[src/hw/rtl/assert_macros.svh]
// Assertion macros shared by the RTL of the sorted identifier set.
// Depends on nothing; included by the files that carry assertions.
`ifndef ASSERT_MACROS_SVH
`define ASSERT_MACROS_SVH

// The consequent must hold in the same cycle as the antecedent.
`define ASSERT_IMPL(lbl, clk, rst_n, ante, cons) \
	lbl: assert property (@(posedge clk) disable iff (!rst_n) (ante) |-> (cons)) \
		else $error("assertion failed");

// The consequent must hold in the cycle after the antecedent.
`define ASSERT_NEXT(lbl, clk, rst_n, ante, cons) \
	lbl: assert property (@(posedge clk) disable iff (!rst_n) (ante) |=> (cons)) \
		else $error("assertion failed");

`endif

[src/hw/rtl/sis_pkg.sv]
// Package of the sorted identifier set: sizes, codes, shared types and helpers.
// Depends on nothing; every other file but assert_macros.svh imports it.
package sis_pkg;

	localparam int CAPACITY   = 64;
	localparam int IDENT_BITS = 32;
	localparam int IDX_W      = $clog2(CAPACITY);
	localparam int CNT_W      = $clog2(CAPACITY + 1);
	localparam int MODE_BITS  = 2;
	localparam int IN_ID_BITS = 32;
	localparam int STAT_BITS  = 2;
	localparam int POS_BITS   = 6;
	localparam int COUNT_BITS = 7;

	localparam logic [MODE_BITS-1:0] MODE_INSERT = 2'd0;
	localparam logic [MODE_BITS-1:0] MODE_REMOVE = 2'd1;
	localparam logic [MODE_BITS-1:0] MODE_TEST   = 2'd2;

	typedef enum logic [STAT_BITS-1:0] {
		STAT_DONE = 2'd0,
		STAT_MISS = 2'd1,
		STAT_FULL = 2'd2
	} sis_status_t;

	typedef enum logic {
		ST_IDLE,
		ST_EXEC
	} sis_state_t;

	typedef logic [IDENT_BITS-1:0] ident_t;

	typedef struct packed {
		logic   fire;
		logic   ins;
		logic   rem;
		ident_t id;
	} sis_cmd_t;

	typedef struct packed {
		logic lt;
		logic first;
		logic hit;
	} sis_flags_t;

	function automatic ident_t to_ident(input logic [IN_ID_BITS-1:0] x);
		logic [IN_ID_BITS+IDENT_BITS-1:0] w;
		w = {{IDENT_BITS{1'b0}}, x};
		return w[IDENT_BITS-1:0];
	endfunction

	function automatic logic [POS_BITS-1:0] fit_pos(input logic [IDX_W-1:0] p);
		logic [IDX_W+POS_BITS-1:0] w;
		w = {{POS_BITS{1'b0}}, p};
		return w[POS_BITS-1:0];
	endfunction

	function automatic logic [COUNT_BITS-1:0] fit_count(input logic [CNT_W-1:0] c);
		logic [CNT_W+COUNT_BITS-1:0] w;
		w = {{COUNT_BITS{1'b0}}, c};
		return w[COUNT_BITS-1:0];
	endfunction

endpackage

[src/hw/rtl/sis_encode.sv]
// Turns the boundary flags of the cell chain into a found bit and a sorted position.
// Depends on sis_pkg for the sizes.
module sis_encode (
	input  logic [sis_pkg::CAPACITY-1:0] first_vec,
	input  logic [sis_pkg::CAPACITY-1:0] hit_vec,
	input  logic                         last_lt,
	output logic                         found,
	output logic [sis_pkg::IDX_W-1:0]    pos
);
	import sis_pkg::*;

	logic [IDX_W-1:0] pos_or;

	always_comb begin
		pos_or = '0;
		for (int i = 0; i < CAPACITY; i++) begin
			if (first_vec[i]) begin
				pos_or = pos_or | IDX_W'(i);
			end
		end
	end

	// When every cell lies below the identifier the place is past the end and saturates.
	assign pos   = last_lt ? IDX_W'(CAPACITY - 1) : pos_or;
	assign found = |hit_vec;

endmodule

[config.mk]
export PLATFORM = sky130hd
export DESIGN_NAME = sis_encode
export DESIGN_NICKNAME = d
export VERILOG_FILES = /design/src/hw/rtl/assert_macros.svh /design/src/hw/rtl/sis_pkg.sv /design/src/hw/rtl/sis_encode.sv
export SDC_FILE = /design/constraint.sdc
export NUM_CORES = 1
export LEC_CHECK = 0
export BUFFER_PORTS_ARGS = -buffer_cell sky130_fd_sc_hd__buf_2
export CORE_AREA = 2 2 53 55
export DETAILED_ROUTE_END_ITERATION = 8
export DIE_AREA = 0 0 55 57
export MAX_ROUTING_LAYER = met4
export PLACE_DENSITY = 0.76
export SYNTH_ARGS = -nofsm -noshare
export SYNTH_HDL_FRONTEND = slang
export SYNTH_SLANG_ARGS = --single-unit
[constraint.sdc]
create_clock -name vclk -period 2.8
set_clock_uncertainty 0.2 [all_clocks]
set_input_delay 0.56 -clock vclk [all_inputs]
set_output_delay 0.56 -clock vclk [all_outputs]
set_load 0.02 [all_outputs]
==> results.yml, run 1 <==
sta:
  setup_viol_count_final: 1
  fin_ws_ns: -0.194
  fin_hold_ws_ns: 1.21
  slew_headroom_pct: 68.3
  period_share_pct: 107
  worstMarginPinSlew_ns: 0.472
  clock.fmax_mhz: 334
  hold_violations: 0
  fin_crit_ns: 2.99
  grt_setup_unrepaired: "true"
  drv_slew: 0
yosys:
  synthAdderAreaFrac_pct: 0
  syn_area_per_cell_sq_um: 6.00
  synth_mux_area_share_pct: 0
  yosysMostFrequentCell: "nor4_1"
  yosysSeqAreaShare_pct: 0
  synth_top_family_by_area: "simple AND/OR/NAND/NOR gates"
  ys_top_cells_by_area: "nor4_1 (53%), nand4_1 (16%), or3_1 (7.1%)"
  yosys-top-cells-count: "nor4_1 (37), nand4_1 (11), nor3_1 (6)"
  synth_top_cell_by_area: "nor4_1"
  synthSimpleGateAreaFrac_pct: 100
  ys.warnings.count: 0
  yosys.area.top_type_share_pct: 52.9
  synthCells: 73
  yosysUniqueCellTypes: 9
  syn_area_sq_um: 438
  syn-num-nets: 202
  synth-xor-area-share_pct: 0
  synth_compound_area_share_pct: 0
pwr:
  clkPwrFrac_pct: 0
  powerDensity_nw_per_um2: 101
  ir_drop_uv: 58.2
  power_frac_seq_pct: 0
  intPower_mw: 0.0762
  leakage_nw: 0.593
  power_frac_comb_pct: 100.0
  p_sw_share_pct: 38.7
  p_sw_mw: 0.0482
routing:
  first_pass_iters: 5
  final_antenna_net_count: 0
  wl_um: 3530
  drc: 0
  dr_total_vias: 1246
  drtIter0Drc: 26
  vias_per_cell: 5.07
  wl_per_cell_um: 14.3
run_status:
  violations: "setup timing"
  outcome: "finished, violations left"
global_routing:
  gr-usage-met2_pct: 40.6
  grt_pass1_wl_um: 5060
  grt_pass1_vias: 1175
  grt_usage_pct: 22.4
  met3_usage_pct: 8.90
  globalRouteOverflowTotal: 0
  gr-max-usage-layer: "met2"
  antenna_found_initial: 2
  grt_max_degree: 5
  gr-usage-met1_pct: 23.2
critical_path:
  crit_path_max_fanout: 2
  cp-end-kind: "output port"
  critPathArrivalTime_ns: 2.23
  cp.required_ns: 2.04
  critPathLaunchType: "input port"
  worstSetupPathType: "in2out"
layout:
  stdcell_count: 246
  drive_above_1_share_pct: 68.5
  final_area_sq_um: 1230
  register_area_sq_um: 0
  design.seq.count: 0
  area_growth_pct: 181
  post-route-util_pct: 47.1
  layout.nets: 344
  nClkBuffers: 0
worst_hold_path:
  holdCritPathClass: "in2out"
  whs_endpoint: "pos[5]"
  worstHoldPathCells: 3
  hp-start: "first_vec[32]"
placed_design:
  io_buffers: 135
  hpwl_um: 3360
  gp_congestion: 0.877
  dpl_cell_area_sq_um: 1190
  dp_cells: 244
floorplanning:
  chipHeight_um: 57
  pin_count: 136
  start_util_pct: 16.7
  die-area_sq_um: 3140
  core_area_sq_um: 2620
  row_count: 19
  die_w_um: 55
clocking:
  cts_setup_buffers: 0
run:
  maxCapViolations: 0
kinds of logic after synthesis:
logic type	count (synthesis)
AND/OR/NAND/NOR	73
metal layers:
| metal | part of all wire (%) | vias to the layer above |
|---|---|---|
| li1 | - | 624 |
| met1 | 33 | 536 |
| met2 | 50 | 84 |
| met3 | 16 | 2 |
| met4 | 0.45 | 0 |
| met5 | 0 | - |
worst max-delay path, cell delays in order:
cell and delay [ns]:
buf_6 0.09, or4_4 0.52, or4_4 0.43, or4_4 0.49
buf_6 0.15
how the worst max path moves through the flow:
stage | from | endpoint | cells after the start
after floorplan | first_vec[63] | pos[5] | 3
after global placement | first_vec[63] | pos[5] | 5
after detailed placement | first_vec[63] | pos[5] | 5
after CTS | first_vec[63] | pos[5] | 5
after global routing | first_vec[63] | pos[5] | 5
final | first_vec[63] | pos[5] | 5
area by class of cell:
cell class	count	area (sq um)
diodes	2	5.00
fillers	291	1380
repair buffers	140	726
multi-input cells	73	462
well taps	31	38.8
power by group through the flow:
| stage | clock (mW) | combinational (mW) | sequential (mW) |
|---|---|---|---|
| floorplan | 0 | 0.0147 | 0 |
| global placement | 0 | 0.120 | 0 |
| detailed placement | 0 | 0.122 | 0 |
| CTS | 0 | 0.124 | 0 |
| global route | 0.0000000955 | 0.138 | 0 |
| finish | 0.0000000955 | 0.124 | 0 |
cells in the final DEF (no fill, tap or decap), drive strengths merged:
cell	instances
nand2	3
or4	5
or3	5
buf	140
nand3	3
nand4	11
diode	2
nor4	37
nor3	6
nor2	3
stage by stage:
step	TNS (ns)	total power [mW]	worst slack (ns)
after detailed placement	-0.242	0.122	-0.242
final	-0.194	0.124	-0.194
after global routing	-0.203	0.138	-0.203
after CTS	-0.196	0.124	-0.196
after global placement	-0.227	0.120	-0.227
after floorplan	0	0.0147	0.0449
what timing repair did:
action                                  4_1_cts  5_1_grt
endpoints found under the setup margin        1        2
resized for setup                             5        2
hold buffers                                  0        0
Note: power is estimated with default switching activity, not from simulation.
==> run 2, diff against run 1 <==
--- a/config.mk
+++ b/config.mk
@@ -11,6 +11,7 @@
 export DIE_AREA = 0 0 55 57
 export MAX_ROUTING_LAYER = met4
 export PLACE_DENSITY = 0.76
+export SETUP_SLACK_MARGIN = 0.4
 export SYNTH_ARGS = -nofsm -noshare
 export SYNTH_HDL_FRONTEND = slang
 export SYNTH_SLANG_ARGS = --single-unit
==> run 2 against run 1 <==
Compared with the run above:
- the run still ends with setup timing left
- total power grew 52%
- worst hold slack better by 0.0026 ns
- highest routed layer unchanged
- worst setup slack worse by 0.0043 ns
- maximum frequency fell by 0.14%
- utilization rose by 19 points
- global-route usage increased by 4.6 points
- largest power group unchanged
- first-iteration DRC count unchanged
- flip-flop and latch count did not move
- combinational power up 52%
- non-clock buffer count increased by 1
==> results.yml, run 2 (synthesis gave the netlist of run 1 again) <==
clocking:
  ctsHoldBuffers: 0
sta:
  fin_ws_ns: -0.198
  setup_tns_ns: -0.198
  slew_headroom_pct: 77.3
  period_share_pct: 107
  setup_viol_count_final: 1
  hold_violations: 0
  drv_slew: 0
  worstMarginPinSlew_ns: 0.337
  clock.fmax_mhz: 334
  grt_setup_unrepaired: "true"
  fin_crit_ns: 3.00
critical_path:
  worst-path-buf-inv: 2
  slowest_stage: "or4_4"
  crit_cells: 5
  cp-end-kind: "output port"
  cp-startpoint: "first_vec[63]"
  critPathArrivalTime_ns: 2.24
  cpPeakStageDelay_ns: 0.53
  critPathLaunchType: "input port"
  worstSetupPathType: "in2out"
  crit_family: "simple AND/OR/NAND/NOR gates"
  crit_path_cell_trace: "buf_6 > or4_4 > or4_4 > or4_4 > buf_6"
  cp.required_ns: 2.04
  path_common_cell: "or4_4"
  crit_path_max_fanout: 2
floorplanning:
  core_area_sq_um: 2620
  row_count: 19
  pin_count: 136
  die-area_sq_um: 3140
  start_util_pct: 16.7
  die_w_um: 55
  chipHeight_um: 57
layout:
  layout.nets: 345
  final_cell_mix: "buf_2 (110), buf_6 (21), nor4_2 (16)"
  design.seq.count: 0
  final_common_cell: "buf_2"
  stdcell_count: 247
  register_area_sq_um: 0
  drive_above_1_share_pct: 84.6
  area_growth_pct: 293
  nClkBuffers: 0
  post-route-util_pct: 65.8
placed_design:
  place_ws_ns: -0.242
  io_buffers: 135
  hpwl_um: 3360
  gp_congestion: 0.877
  dp_cells: 244
routing:
  vias_per_cell: 5.36
  drtIter0Drc: 26
  dr_total_vias: 1323
  wl_per_cell_um: 17.7
  first_pass_iters: 4
  drc: 0
  wl_um: 4370
  final_antenna_net_count: 0
worst_hold_path:
  hp-start: "first_vec[32]"
  holdCritPathClass: "in2out"
  worstHoldPathCells: 3
run:
  maxCapViolations: 0
pwr:
  p_total_mw: 0.189
  leakage_nw: 0.700
  ir_drop_uv: 88.7
  powerDensity_nw_per_um2: 110
global_routing:
  grt_max_degree: 5
  grt_pass1_wl_um: 6000
  grt_usage_pct: 27.0
  globalRouteOverflowTotal: 0
  antenna_found_initial: 2
  grt_pass1_vias: 1328
run_status:
  outcome: "finished, violations left"
  violations: "setup timing"
==> run 2: area by class of cell <==
| cell class | count | area (sq um) |
|---|---|---|
| antenna | 2 | 5.00 |
| fill | 233 | 895 |
| tap | 31 | 38.8 |
| multi-input combinational | 73 | 792 |
| timing repair buffer | 141 | 885 |
==> run 2: worst paths after layout <==
kind,end,slack [ns]
max,pos[5],-0.20
min,pos[5],1.22
==> run 2: power by group <==
part	internal [mW]	total (mW)	switching, mW
Combinational	0.104	0.189	0.0853
Clock	0.0000000956	0.0000000956	0
Sequential	0	0	0
==> run 2: metrics by stage <==
step | hold WS, ns | area, sq um
floorplan | 1.05 | 442
global placement | 1.25 | 1190
detailed placement | 1.26 | 1190
CTS | 1.22 | 1530
global route | 1.23 | 1720
finish | 1.22 | 1720
==> run 2: what timing repair did <==
item                                   CTS  global route
pin swaps                               19            18
endpoints found under the hold margin    0             0
gates resized for setup                 61            34
setup endpoints to repair                7             7
setup buffers                            0             1
==> run 2: metal layers <==
metal  track usage [%]  wire, um
met2              49.7      2460
met5                 -         0
met4              4.88         7
met3              10.2       606
met1              26.1      1290
