==> src/hw/rtl/assert_macros.svh <==
// Assertion macros shared by the RTL of the sorted identifier set.
// Depends on nothing; included by the files that carry assertions.
`ifndef ASSERT_MACROS_SVH
`define ASSERT_MACROS_SVH

// The consequent must hold in the same cycle as the antecedent.
`define ASSERT_IMPL(lbl, clk, rst_n, ante, cons) \
	lbl: assert property (@(posedge clk) disable iff (!rst_n) (ante) |-> (cons)) \
		else $error("assertion failed");

// The consequent must hold in the cycle after the antecedent.
`define ASSERT_NEXT(lbl, clk, rst_n, ante, cons) \
	lbl: assert property (@(posedge clk) disable iff (!rst_n) (ante) |=> (cons)) \
		else $error("assertion failed");

`endif

==> src/hw/rtl/sis_pkg.sv <==
// Package of the sorted identifier set: sizes, codes, shared types and helpers.
// Depends on nothing; every other file but assert_macros.svh imports it.
package sis_pkg;

	localparam int CAPACITY   = 64;
	localparam int IDENT_BITS = 32;
	localparam int IDX_W      = $clog2(CAPACITY);
	localparam int CNT_W      = $clog2(CAPACITY + 1);
	localparam int MODE_BITS  = 2;
	localparam int IN_ID_BITS = 32;
	localparam int STAT_BITS  = 2;
	localparam int POS_BITS   = 6;
	localparam int COUNT_BITS = 7;

	localparam logic [MODE_BITS-1:0] MODE_INSERT = 2'd0;
	localparam logic [MODE_BITS-1:0] MODE_REMOVE = 2'd1;
	localparam logic [MODE_BITS-1:0] MODE_TEST   = 2'd2;

	typedef enum logic [STAT_BITS-1:0] {
		STAT_DONE = 2'd0,
		STAT_MISS = 2'd1,
		STAT_FULL = 2'd2
	} sis_status_t;

	typedef enum logic {
		ST_IDLE,
		ST_EXEC
	} sis_state_t;

	typedef logic [IDENT_BITS-1:0] ident_t;

	typedef struct packed {
		logic   fire;
		logic   ins;
		logic   rem;
		ident_t id;
	} sis_cmd_t;

	typedef struct packed {
		logic lt;
		logic first;
		logic hit;
	} sis_flags_t;

	function automatic ident_t to_ident(input logic [IN_ID_BITS-1:0] x);
		logic [IN_ID_BITS+IDENT_BITS-1:0] w;
		w = {{IDENT_BITS{1'b0}}, x};
		return w[IDENT_BITS-1:0];
	endfunction

	function automatic logic [POS_BITS-1:0] fit_pos(input logic [IDX_W-1:0] p);
		logic [IDX_W+POS_BITS-1:0] w;
		w = {{POS_BITS{1'b0}}, p};
		return w[POS_BITS-1:0];
	endfunction

	function automatic logic [COUNT_BITS-1:0] fit_count(input logic [CNT_W-1:0] c);
		logic [CNT_W+COUNT_BITS-1:0] w;
		w = {{COUNT_BITS{1'b0}}, c};
		return w[COUNT_BITS-1:0];
	endfunction

endpackage

==> src/hw/rtl/sis_cell.sv <==
// One cell of the sorted chain: holds a single identifier, compares it and shifts.
// Depends on sis_pkg for the command and flag types.
module sis_cell (
	input  logic                clk,
	input  sis_pkg::sis_cmd_t   cmd,
	input  logic                valid,
	input  logic                left_lt,
	input  sis_pkg::ident_t     left_entry,
	input  sis_pkg::ident_t     right_entry,
	output sis_pkg::sis_flags_t flags,
	output sis_pkg::ident_t     entry
);
	import sis_pkg::*;

	ident_t entry_q;
	logic   lt;
	logic   first;

	assign lt          = valid && (entry_q < cmd.id);
	assign first       = !lt && left_lt;
	assign flags.lt    = lt;
	assign flags.first = first;
	assign flags.hit   = first && valid && (entry_q == cmd.id);
	assign entry       = entry_q;

	// Cells at or above the sorted place move one step up on insert, down on remove.
	always_ff @(posedge clk) begin
		if (cmd.fire && !lt) begin
			if (cmd.ins) begin
				entry_q <= first ? cmd.id : left_entry;
			end else if (cmd.rem) begin
				entry_q <= right_entry;
			end
		end
	end

endmodule

==> config.mk <==
export PLATFORM = sky130hd
export DESIGN_NAME = sis_cell
export DESIGN_NICKNAME = d
export VERILOG_FILES = /design/src/hw/rtl/assert_macros.svh /design/src/hw/rtl/sis_pkg.sv /design/src/hw/rtl/sis_cell.sv
export SDC_FILE = /design/constraint.sdc
export NUM_CORES = 1
export LEC_CHECK = 0
export BUFFER_PORTS_ARGS = -buffer_cell sky130_fd_sc_hd__clkbuf_2
export CAP_MARGIN = 15
export CORE_UTILIZATION = 43
export CTS_BUF_LIST = sky130_fd_sc_hd__clkbuf_8
export CTS_CLUSTER_SIZE = 20
export DETAILED_ROUTE_END_ITERATION = 12
export PLACE_DENSITY = 0.91
export SETUP_SLACK_MARGIN = 0.5
export SYNTH_ARGS = -nofsm -noshare
export SYNTH_HDL_FRONTEND = slang
export SYNTH_SLANG_ARGS = --single-unit
==> constraint.sdc <==
create_clock -name clk -period 3.4 [get_ports clk]
set_clock_uncertainty 0.05 [all_clocks]
set_input_delay 0.34 -clock clk [delete_from_list [all_inputs] [get_ports clk]]
set_output_delay 0.34 -clock clk [all_outputs]
set_load 0.005 [all_outputs]
==> reports/metrics.cfg, run 1 <==
[synthesis]
top_reg_cell_synth=edfxtp_1
yosysUniqueCellTypes=35
area_contributors_post_synth=edfxtp_1 36%, ha_1 15%, a31oi_1 7.7%, nand3_1 6.2%, nor2_1 5.0%
post_synthesis_cells=309
synth_area_sq_mm=0.002680
syn-num-nets=443
yosysSeqAreaShare_pct=35.85
synth-async-reset-ratio_pct=0
synth_area_leader_cell=edfxtp_1
syn-mean-instance-area_sq_um=8.673
yosys.area.top_type_share_pct=35.85
number_of_storage_elements_in_the_synthesis_netlist=32
yosys-top-cells-count=36 x nor2_1, 34 x inv_1, 33 x a31oi_1, 33 x nand3_1
ys_warn_count=0
synth_enable_flop_cells=32
yosys.cell_count.top_type=nor2_1

[power]
total_power_uw=1130
ir_worst_vdd_mv=0.1664
power.static_leakage_uw=0.001786
cell_pwr_density_mw_per_mm2=307.3

[timing]
final_critical_path_setup_slack_ps=578.6
setup_violation_total_in_the_final_timing_report=0
maxSlewViolCount=0
final.min_clock_period_ps=2821
post-route-period-util_pct=82.98
report.final.hold_viol_count=0
final.setup.tns_ps=0
achievable-frequency_mhz=354.4
grt_setup_unrepaired=false
worstMarginPinSlew_ps=586.8
relSlewSlack_pct=60.88

[clock_network]
cts.clk_slew.worst_paths_ps=70
ctsHoldBuffers=0
clk_path_buf_depth=2
worstSkewPairLatency_ps=280
cts-htree-levels=2
clockRootBuffer=clkbuf_8
tritoncts_num_sinks=32
tritoncts=built
tritoncts.num_buffers=5

[placed_design]
place.gp.congestion=0.7303
place_ws_ps=432.9
io_buffers=136
detailedPlacementHpwl_mm=5.639

[layout]
ff_latch_area_sq_um=960.9
num-nets-final=582
area_delta_synth_final_pct=37.21
multi_input_comb_area_sq_mm=0.001589
post_route_cells_drive_above_1_share_pct=40.31
flip_flop_count_of_the_largest_register_all_copies_and_words_added=32
n_fill_cell=515
num_antenna_cells=0

[hold_path]
hold_crit_class=input port to flip-flop

[routing]
wl_per_cell_um=14.53
vias_per_cell=5.450
detailedRoute.firstPassIterationCount=5
drc_errors=0
drt_iter0_markers=158
wl_mm=7.612
routed-via-count=2856
detail-route-antenna-nets=0

[grt]
grt_overflow_total=0
number_of_antenna_violations_at_the_first_check_in_global_routing=0
vias_in_the_first_global_route=2678
grt_first_pass_wirelength_mm=11.75
globalRouteTotalUtil_pct=23.16
grt_start_max_net_pins=65

[die]
floorplan.io_pins=137
core.rowCount=28
initial_utilization_pct=45.00
die_area_sq_mm=0.006552
die_w_um=80.95
core_ar_sq_mm=0.005956
die_height_um=80.95

[setup_path]
worstPathRequired_ps=3010
arrival_time_at_the_worst_endpoint_ps=2430
setup.worst_path.start_class=flip-flop
setup.reg_to_reg.worst_slack_ps=680
critical_path.endpoint_type=primary output
timing.critical_path.fanout_max=3
timing.setup.critical_path_class=flip-flop to primary output

[outcome]
run_status=completed

[job]
max-cap-violations=0

==> path summary, 6_finish.rpt <==
kind                                     startpoint             endpoint  depth (start not counted)
worst min-delay path                right_entry[11]  entry[11]$_DFFE_PP_                          3
worst min register to register  entry[31]$_DFFE_PP_  entry[31]$_DFFE_PP_                          5
worst max register to register  entry[14]$_DFFE_PP_  entry[18]$_DFFE_PP_                          9
worst max-delay path            entry[14]$_DFFE_PP_             flags[1]                          8
==> area by class of cell <==
| cell class | count | area share, % |
|---|---|---|
| clock buffer | 5 | 1.871 |
| clock inverter | 3 | 0.3743 |
| tap | 75 | 2.552 |
| sequential | 32 | 26.13 |
| multi-input combinational | 220 | 43.21 |
| timing repair buffer | 155 | 22.39 |
| inverter | 34 | 3.471 |
==> metrics by stage <==
step	area (sq um)	hold WS, ps	utilization [%]	instances
after global placement	3377	631.5	56.70	505
after detailed placement	3377	641.5	56.70	505
final	3677	349.7	61.74	524
after floorplan	2688	539.3	-	309
after CTS	3500	342.4	58.76	517
after global routing	3677	355.9	61.74	524
==> power breakdown <==
group	internal [uW]	total (uW)	leakage [uW]	switching (uW)
sequential	476	494	0.000299	18.5
combinational	162	346	0.00144	184
clock	139	290	0.0000453	151
==> metal layers <==
metal,up-vias,global-route usage (%),share of wire (%)
met5,-,0,0
met2,122,41.26,51
met1,1316,28.11,41
met3,11,3.371,5.9
met4,0,8.393,1.4
li1,1407,-,-
==> logic make-up (layout without fill, tap and decap cells) <==
logic type	count (synthesis)	after routing	share of synthesized area, %
buffers and inverters	57	197	10.46
flip-flops	32	32	35.85
AO/OA/AOI/OAI	94	94	21.34
AND/OR/NAND/NOR	94	94	17.41
adder cells (fa/ha/maj)	32	32	14.94
==> timing repair <==
item	4_1_cts	5_1_grt
pin swaps	5	9
gates resized for setup	2	13
buffers inserted	4	7
endpoints found under the setup margin	6	25
==> placed cells by master (no fill, tap or decap), types with 4 or more instances in the layout <==
cell and instances:
ha_4 7, o21ai_0 16, clkbuf_8 5, nor2_1 35, nand3_1 33, clkbuf_2 135
nand2_1 10, ha_1 25, a31oi_1 33, buf_4 19, edfxtp_1 32, o21ai_1 22
a21oi_1 13, inv_1 34, nand4_1 4
==> worst max-delay path: stages, from the launching register on <==
cell and delay [ps]:
edfxtp_1 430, ha_4 310, nand4_4 130, nor4_4 320
a21bo_4 280, a311o_2 340, buf_4 160, nand2_1 70
clkbuf_2 110
Power figures use the tool's default switching activity.
==> inputs of run 2 (changes only) <==
==> constraint.sdc (replaced) <==
create_clock -name clk -period 2.4 [get_ports clk]
set_clock_uncertainty 0.05 [all_clocks]
set_input_delay 0.24 -clock clk [delete_from_list [all_inputs] [get_ports clk]]
set_output_delay 0.24 -clock clk [all_outputs]
set_load 0.005 [all_outputs]
==> reports/metrics.cfg, run 2 (synthesized netlist as in run 1, its figures left out) <==
[routing]
wl_mm=9.525  ; +25%
detailedRoute.firstPassIterationCount=5  ; unchanged
routed-via-count=3184  ; +11%
drt_iter0_markers=273  ; +73%
vias_per_cell=5.696  ; +4.5%
drc_errors=0  ; unchanged
detail-route-antenna-nets=0  ; unchanged
wl_per_cell_um=17.04  ; +17%

[hold_path]
hold_crit_class=input port to flip-flop

[clock_network]
clk_path_buf_depth=2  ; unchanged
cts-htree-levels=2  ; unchanged
worstSkewPairLatency_ps=290  ; about the same
clockRootBuffer=clkbuf_8
tritoncts=built
ctsHoldBuffers=0  ; unchanged
tritoncts_num_sinks=32  ; unchanged
tritoncts.num_buffers=5  ; unchanged
cts.clk_slew.worst_paths_ps=70  ; about the same

[power]
ir_worst_vdd_mv=0.2884  ; +73%
net-switching-power_uw=564.2  ; +60%
pwr-share-comb_pct=34.5  ; +3.9 points
total_power_uw=1859  ; +65%
switching_share_pct=30.36  ; -0.92 points
pwr-share-clk_pct=27.8  ; +2.2 points
power.static_leakage_uw=0.002098  ; +17%
cell_pwr_density_mw_per_mm2=427.7  ; +39%
internal_power_uw=1294  ; +67%
power.share.sequential_pct=37.7  ; -6.0 points

[setup_path]
timing.critical_path.fanout_max=4  ; +1
timing.setup.critical_path_class=flip-flop to primary output
critical_path.endpoint_type=primary output
critical-path-slowest-cell=edfxtp_1
critical_path.startpoint=entry[15]$_DFFE_PP_
critPathTopFamily=compound AO/OA/AOI/OAI gates
path_depth=7  ; -1
path_cells=ha_4, nand4_4, nor4_4, a21bo_2, a311o_2, a211oi_2, buf_2
critical-path-max-stage-delay_ps=440  ; about the same
worst-path-buf-inv=1  ; -1
setup.reg_to_reg.worst_slack_ps=-340  ; -1020 ps
rr_startpoint=entry[15]$_DFFE_PP_
arrival_time_at_the_worst_endpoint_ps=2460  ; +30 ps
crit-reg2reg-capture=entry[21]$_DFFE_PP_
crit_path_end=flags[0]
ff2ff_path_depth=10  ; +1
worstPathRequired_ps=2110  ; -900 ps
setup.worst_path.start_class=flip-flop

[timing]
final.setup.tns_ps=-16370  ; -16370 ps
achievable-frequency_mhz=364.1
final.min_clock_period_ps=2746
relSlewSlack_pct=73.41  ; +13 points
setup_violation_total_in_the_final_timing_report=67  ; +67
grt_setup_unrepaired=true
final_critical_path_setup_slack_ps=-346.2  ; -924.8 ps
report.final.hold_viol_count=0  ; unchanged
post-route-period-util_pct=114.4
maxSlewViolCount=0  ; unchanged
worstMarginPinSlew_ps=398.8  ; -187.9 ps

[layout]
flip_flop_count_of_the_largest_register_all_copies_and_words_added=32  ; unchanged
layout_commonest_cell=clkbuf_2
post_route_cells_drive_above_1_share_pct=55.99  ; +16 points
num-nets-final=617  ; +6.0%
num_antenna_cells=0  ; unchanged
area_delta_synth_final_pct=62.14
layout_common_cells=134 x clkbuf_2, 36 x buf_4, 35 x inv_1

[outcome]
run_status=finished, violations left
failed_checks=setup timing

[die]
die_w_um=80.95  ; unchanged
core.rowCount=28  ; unchanged
floorplan.io_pins=137  ; unchanged
initial_utilization_pct=45.00  ; unchanged
die_height_um=80.95  ; unchanged
core_ar_sq_mm=0.005956  ; unchanged
die_area_sq_mm=0.006552  ; unchanged

[grt]
grt_start_max_net_pins=38  ; -42%
globalRouteTotalUtil_pct=27.15  ; +4.0 points
number_of_antenna_violations_at_the_first_check_in_global_routing=0  ; unchanged
grt_overflow_total=0  ; unchanged
grt_first_pass_wirelength_mm=13.47  ; +15%
vias_in_the_first_global_route=3003  ; +12%

[placed_design]
place_ws_ps=-198.2  ; -631.1 ps
detailedPlacementHpwl_mm=6.667  ; +18%
io_buffers=136  ; unchanged
place.gp.congestion=0.8268  ; +13%

[job]
max-cap-violations=0  ; unchanged

## run 2: worst register-to-register path, stage by stage (launching register included)
cell and delay, ps:
edfxtp_1 440, ha_4 320, nand4_4 120, nor4_4 290, a21bo_2 270, buf_6 130
a311oi_4 390, buf_4 180, buf_6 130, o21ai_2 60, a31oi_1 210
## run 2: layout make-up
cell class,count,area (sq um)
fill,416,1610
inverter,34,127.6
clock buffer,5,68.82
timing repair buffer,190,1217
multi-input combinational,220,1838
clock inverter,3,38.79
sequential,32,960.9
tap,75,93.84
## run 2: what timing repair did
| item | in CTS | in global routing |
|---|---|---|
| cloned | 5 | 0 |
| setup buffers | 11 | 7 |
| pin swaps | 10 | 29 |
| resized for setup | 19 | 47 |
| setup endpoints to repair | 67 | 67 |
## run 2: worst min-delay path by stage
stage | start | end | slack [ps] | depth (start not counted)
CTS | right_entry[18] | entry[18]$_DFFE_PP_ | 240 | 3
detailed placement | right_entry[18] | entry[18]$_DFFE_PP_ | 540 | 3
global route | right_entry[12] | entry[12]$_DFFE_PP_ | 240 | 3
floorplan | right_entry[10] | entry[10]$_DFFE_PP_ | 440 | 2
finish | right_entry[15] | entry[15]$_DFFE_PP_ | 240 | 3
global placement | right_entry[31] | entry[31]$_DFFE_PP_ | 530 | 3
## run 2: power groups by stage
stage | sequential [uW] | clock [uW] | combinational (uW)
global placement | 706 | 0 | 510
detailed placement | 711 | 0 | 533
floorplan | 710 | 0 | 281
CTS | 699 | 518 | 570
finish | 701 | 516 | 641
global route | 705 | 541 | 697
## run 2: metrics by stage
stage	utilization (%)	std cells	hold WS (ps)	cell area [sq um]
2_1_floorplan	-	309	439.3	2895
3_3_place_gp	63.26	528	529.4	3767
3_5_place_dp	63.26	528	539.9	3767
4_1_cts	68.80	552	241.7	4098
5_1_grt	72.96	559	240.6	4345
6_report	72.96	559	240.6	4345
## run 2: per-layer routing
metal	track usage, %	routed length, um	share of wire [%]	up-vias
met3	3.146	655	6.9	41
met2	49.92	4920	52	196
met5	0	0	0	-
met1	32.15	3604	38	1464
li1	-	-	-	1483
met4	10.00	345	3.6	0
